==> config.mk <==
export PLATFORM = sky130hd
export DESIGN_NAME = debounce_encoder_event_unit
export DESIGN_NICKNAME = d
export VERILOG_FILES = /design/src/rtl/deu_pkg.sv /design/src/rtl/deu_lane.sv /design/src/rtl/deu_merge.sv /design/src/rtl/debounce_encoder_event_unit.sv
export VERILOG_INCLUDE_DIRS = /design/src /design/src/rtl
export SDC_FILE = /design/constraint.sdc
export NUM_CORES = 1
export LEC_CHECK = 0
export BUFFER_PORTS_ARGS = -buffer_cell sky130_fd_sc_hd__buf_2
export CAP_MARGIN = 20
export CORE_MARGIN = 8
export CORE_UTILIZATION = 40
export CTS_CLUSTER_DIAMETER = 100
export DETAILED_ROUTE_END_ITERATION = 6
export GPL_TIMING_DRIVEN = 0
export PLACE_DENSITY = 0.63
export SLEW_MARGIN = 0
export SYNTH_ARGS = -nofsm -noshare
export SYNTH_HDL_FRONTEND = slang
export SYNTH_SLANG_ARGS = --single-unit
==> constraint.sdc <==
create_clock -name clk_i -period 3.2 [get_ports clk_i]
set_input_delay 0.32 -clock clk_i [delete_from_list [all_inputs] [get_ports clk_i]]
set_output_delay 0.32 -clock clk_i [all_outputs]
set_load 0.02 [all_outputs]
==> src/rtl/debounce_encoder_event_unit_defines.svh <==
// Assertion macros for the debounce and encoder event unit.
// No dependencies; included by files that carry concurrent checks.
`ifndef DEBOUNCE_ENCODER_EVENT_UNIT_DEFINES_SVH
`define DEBOUNCE_ENCODER_EVENT_UNIT_DEFINES_SVH

`ifndef ASSERT_OFF
// Clocked check, disabled while in reset.
`define DEU_ASSERT(lbl, prop, msg) \
  lbl: assert property (@(posedge clk_i) disable iff (!rst_ni) prop) else $error(msg);
// Clocked check that also holds during reset.
`define DEU_ASSERT_ALWAYS(lbl, prop, msg) \
  lbl: assert property (@(posedge clk_i) prop) else $error(msg);
`else
`define DEU_ASSERT(lbl, prop, msg)
`define DEU_ASSERT_ALWAYS(lbl, prop, msg)
`endif

`endif

==> src/rtl/deu_pkg.sv <==
// Shared types and constants for the debounce and encoder event unit.
// No dependencies.
package deu_pkg;

  localparam int NUM_CH = 7;
  localparam int CODE_W = 3;
  localparam int POS_W  = 16;

  typedef logic [CODE_W-1:0] code_t;

  localparam code_t CH_BUTTON = 3'd0;
  localparam code_t CH_ENC_A  = 3'd1;
  localparam code_t CH_ENC_B  = 3'd2;
  localparam code_t CH_STOP   = 3'd3;
  localparam code_t CH_XMIN   = 3'd4;
  localparam code_t CH_XMAX   = 3'd5;
  localparam code_t CH_YMIN   = 3'd6;

  typedef enum logic [1:0] {
    DIR_NONE = 2'b00,
    DIR_UP   = 2'b01,
    DIR_DOWN = 2'b11
  } dir_e;

  typedef struct packed {
    logic settle_hi;
    logic settle_lo;
  } lane_status_t;

endpackage

==> src/rtl/deu_lane.sv <==
// One debounce lane: signed run counter for a single pin level.
// Depends on deu_pkg.
module deu_lane #(
  parameter int STABLE_SAMPLES = 3
) (
  input  logic                  clk_i,
  input  logic                  rst_ni,
  input  logic                  en_i,
  input  logic                  level_i,
  output deu_pkg::lane_status_t status_o
);

  localparam int CntW = $clog2(STABLE_SAMPLES + 1) + 1;
  localparam logic signed [CntW-1:0] Zero    = '0;
  localparam logic signed [CntW-1:0] One     = CntW'(1);
  localparam logic signed [CntW-1:0] NegOne  = -One;
  localparam logic signed [CntW-1:0] Lim     = CntW'(STABLE_SAMPLES);
  localparam logic signed [CntW-1:0] LimM1   = CntW'(STABLE_SAMPLES - 1);
  localparam logic signed [CntW-1:0] NegLim  = -Lim;
  localparam logic signed [CntW-1:0] NegLimM1 = -LimM1;

  logic signed [CntW-1:0] cnt_q, cnt_d;

  always_comb begin
    cnt_d = cnt_q;
    status_o = '0;
    if (level_i) begin
      if (cnt_q <= Zero) begin
        cnt_d = One;
      end else if (cnt_q < Lim) begin
        cnt_d = cnt_q + One;
        status_o.settle_hi = (cnt_q == LimM1);
      end
    end else begin
      if (cnt_q >= Zero) begin
        cnt_d = NegOne;
      end else if (cnt_q > NegLim) begin
        cnt_d = cnt_q - One;
        status_o.settle_lo = (cnt_q == NegLimM1);
      end
    end
  end

  always_ff @(posedge clk_i or negedge rst_ni) begin
    if (!rst_ni) begin
      cnt_q <= Zero;
    end else if (en_i) begin
      cnt_q <= cnt_d;
    end
  end

endmodule

==> src/rtl/deu_merge.sv <==
// Merge stage: encoder position and direction, event mask and serialiser.
// Depends on deu_pkg and debounce_encoder_event_unit_defines.svh.
`include "debounce_encoder_event_unit_defines.svh"

module deu_merge (
  input  logic                                        clk_i,
  input  logic                                        rst_ni,
  input  logic                                        tick_i,
  input  logic                                        preset_i,
  input  logic signed [deu_pkg::POS_W-1:0]            preset_value_i,
  input  deu_pkg::lane_status_t [deu_pkg::NUM_CH-1:0] lane_i,
  output logic                                        ready_o,
  output logic                                        out_valid_o,
  input  logic                                        out_ready_i,
  output deu_pkg::code_t                              event_code_o,
  output logic                                        active_flag_o,
  output logic signed [deu_pkg::POS_W-1:0]            position_o,
  output logic                                        motor_x_disable_o,
  output logic                                        last_o
);

  localparam int N = deu_pkg::NUM_CH;

  logic [N-1:0] mask_q, mask_d, mask_new, mask_rest;
  logic [N-1:0] act_q, act_new;
  logic signed [deu_pkg::POS_W-1:0] pos_q, pos_step, pos_old_q, pos_new_q;
  deu_pkg::dir_e dir_q, dir_d;
  logic out_xfer;

  function automatic deu_pkg::code_t lowest(input logic [N-1:0] m);
    deu_pkg::code_t c;
    c = '0;
    for (int i = N - 1; i >= 0; i--) begin
      if (m[i]) c = deu_pkg::CODE_W'(i);
    end
    return c;
  endfunction

  always_comb begin
    for (int i = 0; i < N; i++) begin
      mask_new[i] = lane_i[i].settle_hi | lane_i[i].settle_lo;
      act_new[i]  = lane_i[i].settle_lo;
    end
    // enc A fires on settled low only; enc B never fires
    mask_new[deu_pkg::CH_ENC_A] = lane_i[deu_pkg::CH_ENC_A].settle_lo;
    act_new[deu_pkg::CH_ENC_A]  = 1'b0;
    mask_new[deu_pkg::CH_ENC_B] = 1'b0;
    act_new[deu_pkg::CH_ENC_B]  = 1'b0;
  end

  always_comb begin
    pos_step = pos_q;
    if (lane_i[deu_pkg::CH_ENC_A].settle_lo) begin
      unique case (dir_q)
        deu_pkg::DIR_UP:   pos_step = pos_q + 16'sd1;
        deu_pkg::DIR_DOWN: pos_step = pos_q - 16'sd1;
        default:           pos_step = pos_q;
      endcase
    end
    dir_d = dir_q;
    if (lane_i[deu_pkg::CH_ENC_B].settle_hi) begin
      dir_d = deu_pkg::DIR_UP;
    end else if (lane_i[deu_pkg::CH_ENC_B].settle_lo) begin
      dir_d = deu_pkg::DIR_DOWN;
    end
  end

  assign mask_rest   = mask_q & (mask_q - N'(1));
  assign out_valid_o = |mask_q;
  assign last_o      = out_valid_o && (mask_rest == '0);
  assign out_xfer    = out_valid_o && out_ready_i;
  assign ready_o     = !out_valid_o || (out_ready_i && last_o);

  assign event_code_o      = lowest(mask_q);
  assign active_flag_o     = act_q[event_code_o];
  assign position_o        = (event_code_o == deu_pkg::CH_BUTTON) ? pos_old_q : pos_new_q;
  assign motor_x_disable_o = (event_code_o == deu_pkg::CH_STOP) && !active_flag_o;

  always_comb begin
    mask_d = mask_q;
    if (tick_i) begin
      mask_d = mask_new;
    end else if (out_xfer) begin
      mask_d = mask_rest;
    end
  end

  always_ff @(posedge clk_i or negedge rst_ni) begin
    if (!rst_ni) begin
      mask_q <= '0;
      pos_q  <= '0;
      dir_q  <= deu_pkg::DIR_NONE;
    end else begin
      mask_q <= mask_d;
      if (preset_i) begin
        pos_q <= preset_value_i;
      end else if (tick_i) begin
        pos_q <= pos_step;
        dir_q <= dir_d;
      end
    end
  end

  always_ff @(posedge clk_i) begin
    if (tick_i) begin
      act_q     <= act_new;
      pos_old_q <= pos_q;
      pos_new_q <= pos_step;
    end
  end

  `DEU_ASSERT(a_no_enc_b_event, out_valid_o |-> event_code_o != deu_pkg::CH_ENC_B, "enc B event")
  `DEU_ASSERT(a_tick_no_loss, tick_i && out_valid_o |-> out_ready_i && last_o, "tick overwrote events")
  `DEU_ASSERT(a_burst_cont, out_xfer && !last_o |=> out_valid_o, "event burst broken")
  `DEU_ASSERT(a_mdis_stop, out_valid_o && motor_x_disable_o |-> event_code_o == deu_pkg::CH_STOP, "mdis off stop")

endmodule

==> src/rtl/debounce_encoder_event_unit.sv <==
// Top level of the debounce and encoder event unit: seven debounce lanes and merge stage.
// Depends on deu_pkg, deu_lane, deu_merge.
//
//  channel | signals                                   | direction
//  in      | in_valid_i/in_ready_o, req_type_i,        | input
//          | raw_levels_i, position_value_i            |
//  out     | out_valid_o/out_ready_i, event_code_o,    | output
//          | active_flag_o, position_o, motor_x_disable_o, last_o |
//  cfg     | cfg_valid_i/cfg_ready_o, cfg_invert_y_min_i | input
//
// All seven lanes update in the cycle a tick transfer is taken.
// Events then leave at one per cycle while out_ready_i is high, up to 6 per tick, through the
// single output serialiser; the next item is taken with the last event.
// A preset or an eventless tick raises no events, so the input stays ready. Reset clears counters, direction, position.
// Output stalls hold the pending events and back-pressure the input.
module debounce_encoder_event_unit #(
  parameter int STABLE_SAMPLES = 3
) (
  input  logic                              clk_i,
  input  logic                              rst_ni,
  input  logic                              in_valid_i,
  output logic                              in_ready_o,
  input  logic                              req_type_i,
  input  logic [6:0]                        raw_levels_i,
  input  logic signed [deu_pkg::POS_W-1:0]  position_value_i,
  output logic                              out_valid_o,
  input  logic                              out_ready_i,
  output logic [deu_pkg::CODE_W-1:0]        event_code_o,
  output logic                              active_flag_o,
  output logic signed [deu_pkg::POS_W-1:0]  position_o,
  output logic                              motor_x_disable_o,
  output logic                              last_o,
  input  logic                              cfg_valid_i,
  output logic                              cfg_ready_o,
  input  logic                              cfg_invert_y_min_i
);

  logic inv_q;
  logic in_xfer, tick, preset;
  logic [deu_pkg::NUM_CH-1:0] levels;
  deu_pkg::lane_status_t [deu_pkg::NUM_CH-1:0] lane_st;

  assign cfg_ready_o = 1'b1;

  always_ff @(posedge clk_i or negedge rst_ni) begin
    if (!rst_ni) begin
      inv_q <= 1'b0;
    end else if (cfg_valid_i && cfg_ready_o) begin
      inv_q <= cfg_invert_y_min_i;
    end
  end

  assign in_xfer = in_valid_i && in_ready_o;
  assign tick    = in_xfer && !req_type_i;
  assign preset  = in_xfer && req_type_i;

  always_comb begin
    levels = raw_levels_i;
    levels[deu_pkg::CH_YMIN] = raw_levels_i[deu_pkg::CH_YMIN] ^ inv_q;
  end

  for (genvar g = 0; g < deu_pkg::NUM_CH; g++) begin : g_lane
    deu_lane #(
      .STABLE_SAMPLES(STABLE_SAMPLES)
    ) u_lane (
      .clk_i   (clk_i),
      .rst_ni  (rst_ni),
      .en_i    (tick),
      .level_i (levels[g]),
      .status_o(lane_st[g])
    );
  end

  deu_merge u_merge (
    .clk_i            (clk_i),
    .rst_ni           (rst_ni),
    .tick_i           (tick),
    .preset_i         (preset),
    .preset_value_i   (position_value_i),
    .lane_i           (lane_st),
    .ready_o          (in_ready_o),
    .out_valid_o      (out_valid_o),
    .out_ready_i      (out_ready_i),
    .event_code_o     (event_code_o),
    .active_flag_o    (active_flag_o),
    .position_o       (position_o),
    .motor_x_disable_o(motor_x_disable_o),
    .last_o           (last_o)
  );

endmodule
==> results.yml, run 1 <==
power_and_ir_drop:
  power_leakage_nw: 2.96
  irDropWorstVdd_v: 0.000470
  p_per_area_nw_per_um2: 918
clock_tree:
  cts.clk_slew.worst_paths_ns: 0.07
  root_buffer: "clkbuf_16"
  h-tree-depth: 3
  clk-insertion-delay-late_ns: 0.34
  clock_sinks: 84
  clockBufferDepth: 2
  cts_buffers: 9
  cts_tree: "done"
detailed_routing:
  wirelength_um: 12500
  drt_pre_antenna_iters: 7
  wl_per_cell_um: 15.0
  num_vias: 4476
  antenna_left: 0
  avgViaCountPerCell: 5.34
  drc_errors: 0
  drtIter0Drc: 299
die:
  initial_core_util_pct: 41.0
  dieArea_um2: 18300
  die_w_um: 135
  fp-row-count: 43
  die_y_um: 135
  core_um2: 13900
  io_pins: 55
global_route:
  grt-busiest-layer: "met2"
  grt_util_met3_pct: 3.56
  track_usage_pct: 13.9
  globalRouteMet2Util_pct: 24.7
  grt_pass1_wl_um: 20600
  grt.overflow.total: 0
  grt_max_degree: 47
  antenna_found_initial: 0
  first_global_vias: 4315
  use_met1_pct: 16.1
sta:
  worst_slew_pin_slew_ns: 0.723
  fin_crit_sh_pct: 94.3
  skew_ns: 0.00564
  post-route-min-period_ns: 3.02
  slew_headroom_pct: 51.8
  slew_violations: 0
  hold_viol: 0
  fin_setup_tns_ns: 0
  rsz0062_at_grt: "yes"
  setup_viol: 0
  fmax_mhz: 331
worst_setup_path:
  reg2reg_depth: 10
  crit_slowest_cell: "dfrtp_1"
  startpoint_type: "flip-flop"
  required_ns: 2.88
  critPathMaxFanout: 10
  rrSetupSlack_ns: 0.29
  crit_chain: "nor4_4, a21boi_2, or3_1, buf_2, buf_4, mux2_2, buf_2"
  cp_slowest_stage_delay_ns: 0.47
  cp.arrival_ns: 2.70
  cpMostUsedCell: "buf_2"
  end_kind: "primary output"
  crit_type: "reg2out"
place:
  hpwlAfterDp_um: 9510
  numPortBuffers: 53
  place_congestion: 0.869
synthesis:
  ys.flop_type: "dfrtp_1"
  post-synth-top-count-cell: "nand2_1"
  syn-cell-area_um2: 5690
  synth_area_leader_cell: "dfrtp_1"
  yosysUniqueCellTypes: 73
  yosys_warnings: 0
  synth_common_cells: "80 x nand2_1, 63 x ha_1, 47 x dfrtp_1, 40 x nor2_1, 37 x edfxtp_1"
  yosys_register_bits: 84
  synthesis.nets: 679
  netlist_instances: 585
  synth-edff-count: 37
  async_flop_share_pct: 56.0
  postSynthAreaPerCell_um2: 9.73
  yosys.area.top_type_share_pct: 20.7
  synth_area_leaders: "dfrtp_1 21%, edfxtp_1 20%, ha_1 14%"
  yosysSeqAreaShare_pct: 40.2
final_layout:
  syn_to_final_growth_pct: 15.1
  fin_util_pct: 47.2
  nNetsFinal: 747
  multi_input_comb_area_um2: 3190
  fillCellCount: 1330
  seqCellArea_um2: 2290
  diodes: 0
  drive_above_1_share_pct: 17.2
run:
  cap_violations: 0
hold_path:
  hold_path_class: "in2reg"
  hold_depth: 2
status:
  status: "finished clean"
-- worst max-delay path: cells and delay by family, from the launching register on --
family                 cells  cell delay [ns]
flip-flops                 1             0.47
buffers and inverters      3             0.66
AND/OR/NAND/NOR            2             0.54
multiplexers               1             0.37
AO/OA/AOI/OAI              1             0.30
-- kinds of logic after synthesis --
kind of cell               Yosys count  synth area share (%)
and+or+nand+nor                    182                  15.0
AOI/OAI and AO/OA                  149                  17.3
DFF                                 84                  40.2
adders and majority gates           65                  14.4
buffers and inverters               53                  4.16
muxes                               30                  5.65
xor gates and xnor gates            21                  3.23
other                                1                0.0659
-- state kept, by name, summed over array words and instances (netlist names) --
name                 count
u_merge.dir_q            2
u_merge.act_q            5
u_merge.mask_q           7
u_merge.pos_old_q       16
u_merge.pos_q           16
u_merge.pos_new_q       16
inv_q                    1
g_lane.u_lane.cnt_q     21
-- through the flow --
step                hold slack, ns  cells  power, mW  area, um2  setup slack, ns
global placement             0.494    818       4.83       6180            0.164
detailed placement           0.286    819       4.98       6200            0.147
global route                 0.217    838       6.51       6550         -0.00322
floorplan                   0.0244    585       4.16       5690            0.406
finish                       0.222    838       6.02       6550            0.183
CTS                          0.212    836       6.08       6530           0.0520
-- report_power, final --
part / internal [mW] / leakage, nW / switching [mW]
clock network: 0.614 / 0.148 / 0.444
logic: 1.24 / 1.88 / 1.78
registers: 1.57 / 0.933 / 0.365
total: 3.43 / 2.96 / 2.59
-- metal layers --
metal	vias up	part of all wire [%]
met5	-	0
met4	0	0.68
met3	8	4.4
met2	77	50
met1	2155	45
li1	2236	-
-- cell type report --
| cell class | instances | area share (%) |
|---|---|---|
| inverter | 38 | 2.43 |
| timing repair buffer | 57 | 4.74 |
| multi-input combinational | 448 | 48.6 |
| clock buffer | 10 | 3.50 |
| clock inverter | 6 | 1.07 |
| tap | 180 | 3.44 |
| sequential | 84 | 34.9 |
| buffer | 15 | 1.28 |
-- path summary, 6_finish.rpt --
kind | startpoint | endpoint
min in group asynchronous | rst_ni | g_lane[0].u_lane.cnt_q[2]$_DFFE_PN0P_
setup reg to reg | u_merge.dir_q[0]$_DFFE_PN0P_ | u_merge.pos_new_q[14]$_DFFE_PP_
hold / removal | cfg_invert_y_min_i | inv_q$_DFFE_PN0P_
setup / recovery | u_merge.mask_q[0]$_DFFE_PN0P_ | position_o[14]
hold reg to reg | u_merge.pos_q[2]$_DFFE_PN0P_ | u_merge.pos_old_q[2]$_DFFE_PP_
max in group asynchronous | rst_ni | u_merge.pos_q[11]$_DFFE_PN0P_
-- timing repair --
item | 4_1_cts | 5_1_grt
gates cloned | 0 | 0
buffers inserted | 0 | 2
resized for setup | 5 | 3
hold endpoints to repair | 15 | 0
hold buffers | 1 | 0
setup endpoints to repair | 10 | 14
-- layout by cell type, fill, tap and decap left out, types with 5 or more instances in the layout --
master	count
a21oi_1	34
nor3_1	13
clkbuf_1	10
o21ai_1	17
or3_1	5
a221oi_1	6
ha_1	63
xnor2_1	14
xor2_1	7
dfrtp_1	47
nand2_1	80
nand2b_1	5
nand3_1	10
inv_1	35
clkbuf_16	9
mux2_2	17
mux2i_1	13
buf_4	5
a21o_1	9
o21ai_0	32
buf_2	54
nor2_1	39
edfxtp_1	37
No activity file was read; power rests on OpenSTA's default activity.
==> inputs of run 2 (changes only) <==
ABC_AREA = 0   (was not set)
BUFFER_PORTS_ARGS = -buffer_cell sky130_fd_sc_hd__buf_4   (was -buffer_cell sky130_fd_sc_hd__buf_2)
CORE_MARGIN = 3   (was 8)
==> run 2 against run 1 <==
Combinational power grew 4%. Utilization up 2.1 points. Clock skew barely moved. Non-clock buffer count shrank 1. Hold slack worse by 0.24 ns. The flow now finishes with violations (hold timing). Final cell count fell by 0.60%. Register-to-register slack worse by 0.04 ns. Routed wire length shrank 2.9%. Clock-buffer cell count increased by 2. Die area down 14%. First-iteration DRC count is 40% lower. Design area grew 2.0%.
==> results.yml, run 2 (synthesized netlist as in run 1, its figures left out) <==
status:
  status: "finished with violations"
  violations: "hold timing"
die:
  die_w_um: 125
  dieArea_um2: 15700
  fp-row-count: 42
  initial_core_util_pct: 42.0
  die_y_um: 125
  core_um2: 13600
  io_pins: 55
global_route:
  grt_max_degree: 48
  antenna_found_initial: 0
  grt_pass1_wl_um: 20400
  first_global_vias: 4261
  track_usage_pct: 15.9
  grt.overflow.total: 0
worst_setup_path:
  crit_chain: "clkbuf_1, nor4_4, a21boi_4, or3_1, clkbuf_4, buf_4, mux2_2, buf_4"
  crit_family: "buffers and inverters"
  cpMostUsedCell: "buf_4"
  crit_slowest_cell: "nor4_4"
  reg2reg_depth: 10
  cp.arrival_ns: 2.65
  required_ns: 2.88
  critPathMaxFanout: 10
  crit_type: "reg2out"
  worst-path-buf-inv: 4
  end_kind: "primary output"
  startpoint_type: "flip-flop"
  cp_slowest_stage_delay_ns: 0.37
  path_depth: 8
  rrSetupSlack_ns: 0.25
final_layout:
  mostFrequentLayoutCells: "80 x nand2_1, 63 x ha_1, 59 x buf_4"
  fin_util_pct: 49.3
  top_register: "g_lane.u_lane.cnt_q"
  nNetsFinal: 746
  syn_to_final_growth_pct: 17.4
  drive_above_1_share_pct: 17.0
  largest_register_ffs: 21
  fin_cells: 833
  layout_commonest_cell: "nand2_1"
  diodes: 0
detailed_routing:
  wirelength_um: 12200
  avgViaCountPerCell: 5.36
  num_vias: 4465
  drt_pre_antenna_iters: 5
  antenna_left: 0
  drc_errors: 0
  drtIter0Drc: 180
  wl_per_cell_um: 14.6
place:
  numPortBuffers: 53
  place_congestion: 0.876
  hpwlAfterDp_um: 8980
  place.detailed.instances: 814
clock_tree:
  root_buffer: "clkbuf_16"
  clk-insertion-delay-late_ns: 0.34
  cts_buffers: 9
  clock_sinks: 84
  cts_tree: "done"
  clockBufferDepth: 2
  cts_hold_buf: 0
  h-tree-depth: 3
  cts.clk_slew.worst_paths_ns: 0.06
sta:
  fin_crit_sh_pct: 92.8
  skew_ns: 0.00571
  rsz0062_at_grt: "no"
  worst_hold_slack_ns: -0.0189
  fmax_mhz: 337
  worst_slew_pin_slew_ns: 0.702
  hold_viol: 3
  slew_headroom_pct: 53.2
  fin_setup_tns_ns: 0
  setup_viol: 0
  post-route-min-period_ns: 2.97
  slew_violations: 0
run:
  cap_violations: 0
hold_path:
  hold_path_class: "in2async"
power_and_ir_drop:
  p_per_area_nw_per_um2: 926
  irDropWorstVdd_v: 0.000535
  power_leakage_nw: 3.00
run 2: cell count changes in the layout (fill, tap and decap cells not counted), moves of 2 or more:
cell | previous run | this run
clkinvlp_4 | 1 | 3
clkbuf_1 | 10 | 12
buf_4 | 5 | 59
inv_6 | 3 | 0
buf_2 | 54 | 0
run 2: per-stage QoR:
stage / worst slack [ns] / total power [mW] / instance area, um2
floorplan: 0.406 / 4.16 / 5690
global placement: 0.122 / 4.94 / 6310
detailed placement: 0.141 / 5.07 / 6310
CTS: 0.0179 / 6.22 / 6630
global route: 0.00453 / 6.72 / 6680
finish: 0.230 / 6.18 / 6680
run 2: power by group:
part	internal [mW]	switching [mW]	leakage, nW
logic	1.38	1.76	1.92
clock network	0.684	0.416	0.143
registers	1.57	0.370	0.933
total	3.64	2.55	3.00
run 2: area by class of cell:
cell class | instances | area (um2)
Fill cell | 1268 | 6880
Multi-Input combinational cell | 448 | 3200
Sequential cell | 84 | 2290
Timing Repair Buffer | 56 | 420
Clock buffer | 12 | 236
Tap cell | 176 | 220
Inverter | 38 | 159
Buffer | 15 | 86.3
Clock inverter | 4 | 75.1
run 2: routing by layer:
layer  track usage, %  up-vias  part of all wire [%]
li1                 -     2234                     -
met1             19.9     2134                    45
met2             27.0       93                    50
met3             4.73        4                   5.1
met4             4.34        0                  0.50
met5                0        -                     0
run 2: timing repair:
action,in CTS,in global routing
buffers inserted,0,3
pin swaps,0,1
setup endpoints to repair,10,11
gates resized for setup,4,8
run 2: final timing paths:
| path | startpoint | end |
|---|---|---|
| worst min register to register | u_merge.pos_q[2]$_DFFE_PN0P_ | u_merge.pos_old_q[2]$_DFFE_PP_ |
| worst max register to register | u_merge.dir_q[0]$_DFFE_PN0P_ | u_merge.pos_new_q[14]$_DFFE_PP_ |
| worst max-delay path | u_merge.mask_q[1]$_DFFE_PN0P_ | position_o[8] |
| worst min-delay path | rst_ni | g_lane[4].u_lane.cnt_q[2]$_DFFE_PN0P_ |
| min in group clk_i | cfg_invert_y_min_i | inv_q$_DFFE_PN0P_ |
| max in group asynchronous | rst_ni | g_lane[3].u_lane.cnt_q[1]$_DFFE_PN0P_ |
run 2: worst register-to-register path: cells and delay by family, from the launching register on:
family | cells | cell delay, ns
AOI/OAI and AO/OA | 6 | 1.20
DFF | 1 | 0.40
adders and majority gates | 1 | 0.39
xor gates and xnor gates | 1 | 0.25
buffers and inverters | 1 | 0.23
and+or+nand+nor | 1 | 0.20
==> inputs of run 3 (changes only) <==
CELL_PAD_IN_SITES_DETAIL_PLACEMENT = 1   (was not set)
CELL_PAD_IN_SITES_GLOBAL_PLACEMENT = 2   (was not set)
CORE_UTILIZATION = 38   (was 40)
PLACE_DENSITY = 0.85   (was 0.63)
==> run 3 against run 2 <==
The run now ends clean. Sequential cell count did not move. Register-to-register slack got worse by 0.07 ns. First-iteration DRC count fell by 5.0%. Hold slack improved by 0.024 ns. Utilization fell by 3.6 points. Routed wire length rose by 16%. Clock power fell by 4%. Critical path depth did not move. Largest power group unchanged.
==> results.yml, run 3 (synthesized netlist as in run 1, its figures left out) <==
detailed_routing:
  num_vias: 4575
  wl_per_cell_um: 16.8
  drtIter0Drc: 171
  avgViaCountPerCell: 5.45
  antenna_left: 0
  drc_errors: 0
  drt_pre_antenna_iters: 4
  wirelength_um: 14100
die:
  die_w_um: 128
  core_um2: 14600
  initial_core_util_pct: 39.0
  die_y_um: 128
  io_pins: 55
  dieArea_um2: 16500
  fp-row-count: 44
global_route:
  grt_max_degree: 48
  grt.overflow.total: 0
  grt_pass1_wl_um: 23500
  first_global_vias: 4903
  track_usage_pct: 17.7
  antenna_found_initial: 0
place:
  hpwlAfterDp_um: 10500
  place.detailed.instances: 822
  numPortBuffers: 53
  place_congestion: 0.840
worst_setup_path:
  critPathMaxFanout: 10
  required_ns: 2.88
  crit_type: "reg2out"
  rrSetupSlack_ns: 0.18
  startpoint_type: "flip-flop"
  end_kind: "primary output"
  cp.arrival_ns: 2.71
power_and_ir_drop:
  irDropWorstVdd_v: 0.000424
  power_leakage_nw: 2.99
  p_per_area_nw_per_um2: 933
  power.total_mw: 6.21
final_layout:
  nNetsFinal: 745
  syn_to_final_growth_pct: 17.1
  fin_cells: 840
  fillCellCount: 1666
  layout_commonest_cell: "nand2_1"
  mostFrequentLayoutCells: "80 x nand2_1, 63 x ha_1, 58 x buf_4"
  top_register: "g_lane.u_lane.cnt_q"
  largest_register_ffs: 21
  diodes: 0
  drive_above_1_share_pct: 17.2
  fin_util_pct: 45.7
sta:
  post-route-min-period_ns: 3.03
  fin_crit_sh_pct: 94.7
  hold_viol: 0
  setup_viol: 0
  worst_slew_pin_slew_ns: 0.727
  fmax_mhz: 330
  slew_headroom_pct: 51.5
  slew_violations: 0
  skew_ns: 0.00809
clock_tree:
  clockBufferDepth: 2
  clk-insertion-delay-late_ns: 0.35
  cts_tree: "done"
  h-tree-depth: 3
  cts.clk_slew.worst_paths_ns: 0.07
  clock_sinks: 84
  cts_hold_buf: 0
  cts_buffers: 9
  root_buffer: "clkbuf_16"
status:
  status: "finished clean"
run:
  cap_violations: 0
hold_path:
  hold_path_class: "in2async"
==> run 3: routing by layer <==
layer | vias to the layer above | wire, um | GRT usage, %
met2 | 63 | 7270 | 32.2
met4 | 0 | 286 | 6.99
met1 | 2267 | 6070 | 21.0
met3 | 21 | 450 | 2.74
met5 | - | 0 | 0
li1 | 2224 | - | -
==> run 3: what timing repair did <==
item                       4_1_cts  5_1_grt
setup endpoints to repair       11       17
setup buffers                    0        2
gates resized for setup          5        5
==> run 3: final cells by class <==
type	instances	area, um2	share of cell area, %
Buffer	15	83.8	1.26
Clock buffer	9	225	3.38
Clock inverter	7	67.6	1.01
Inverter	38	159	2.39
Multi-Input combinational cell	448	3200	48.0
Sequential cell	84	2290	34.3
Tap cell	184	230	3.46
Timing Repair Buffer	55	413	6.20
==> run 3: worst paths after layout <==
| check | from | end | cells past startpoint |
|---|---|---|---|
| min | rst_ni | u_merge.pos_q[0]$_DFFE_PN0P_ | 1 |
| max in group asynchronous | rst_ni | u_merge.pos_q[13]$_DFFE_PN0P_ | 1 |
| max reg2reg | u_merge.dir_q[0]$_DFFE_PN0P_ | u_merge.pos_new_q[14]$_DFFE_PP_ | 10 |
| max | u_merge.mask_q[1]$_DFFE_PN0P_ | position_o[10] | 8 |
| min reg2reg | u_merge.dir_q[0]$_DFFE_PN0P_ | u_merge.dir_q[0]$_DFFE_PN0P_ | 1 |
| min in group clk_i | cfg_invert_y_min_i | inv_q$_DFFE_PN0P_ | 2 |
==> run 3: metrics by stage <==
step	TNS [ns]	hold slack (ns)	instance area, um2	setup WS, ns
after floorplan	0	0.0244	5690	0.406
after global placement	0	0.407	6320	0.0716
after detailed placement	0	0.412	6320	0.0978
after CTS	0	0.0301	6630	0.0527
after global routing	-0.00142	0.0536	6660	-0.000884
final	0	0.00509	6660	0.170
==> run 3: report_power, final <==
part	internal (mW)	switching (mW)
Clock	0.601	0.461
Combinational	1.37	1.83
Sequential	1.57	0.378
Total	3.54	2.67
==> run 3: worst max-delay path, stage by stage, from the launching register on <==
cell and delay (ns):
dfrtp_1 0.36, clkbuf_1 0.24, nor4_4 0.33, a21boi_2 0.30
or3_1 0.13, buf_2 0.23, buf_4 0.24, mux2_2 0.35
buf_4 0.16
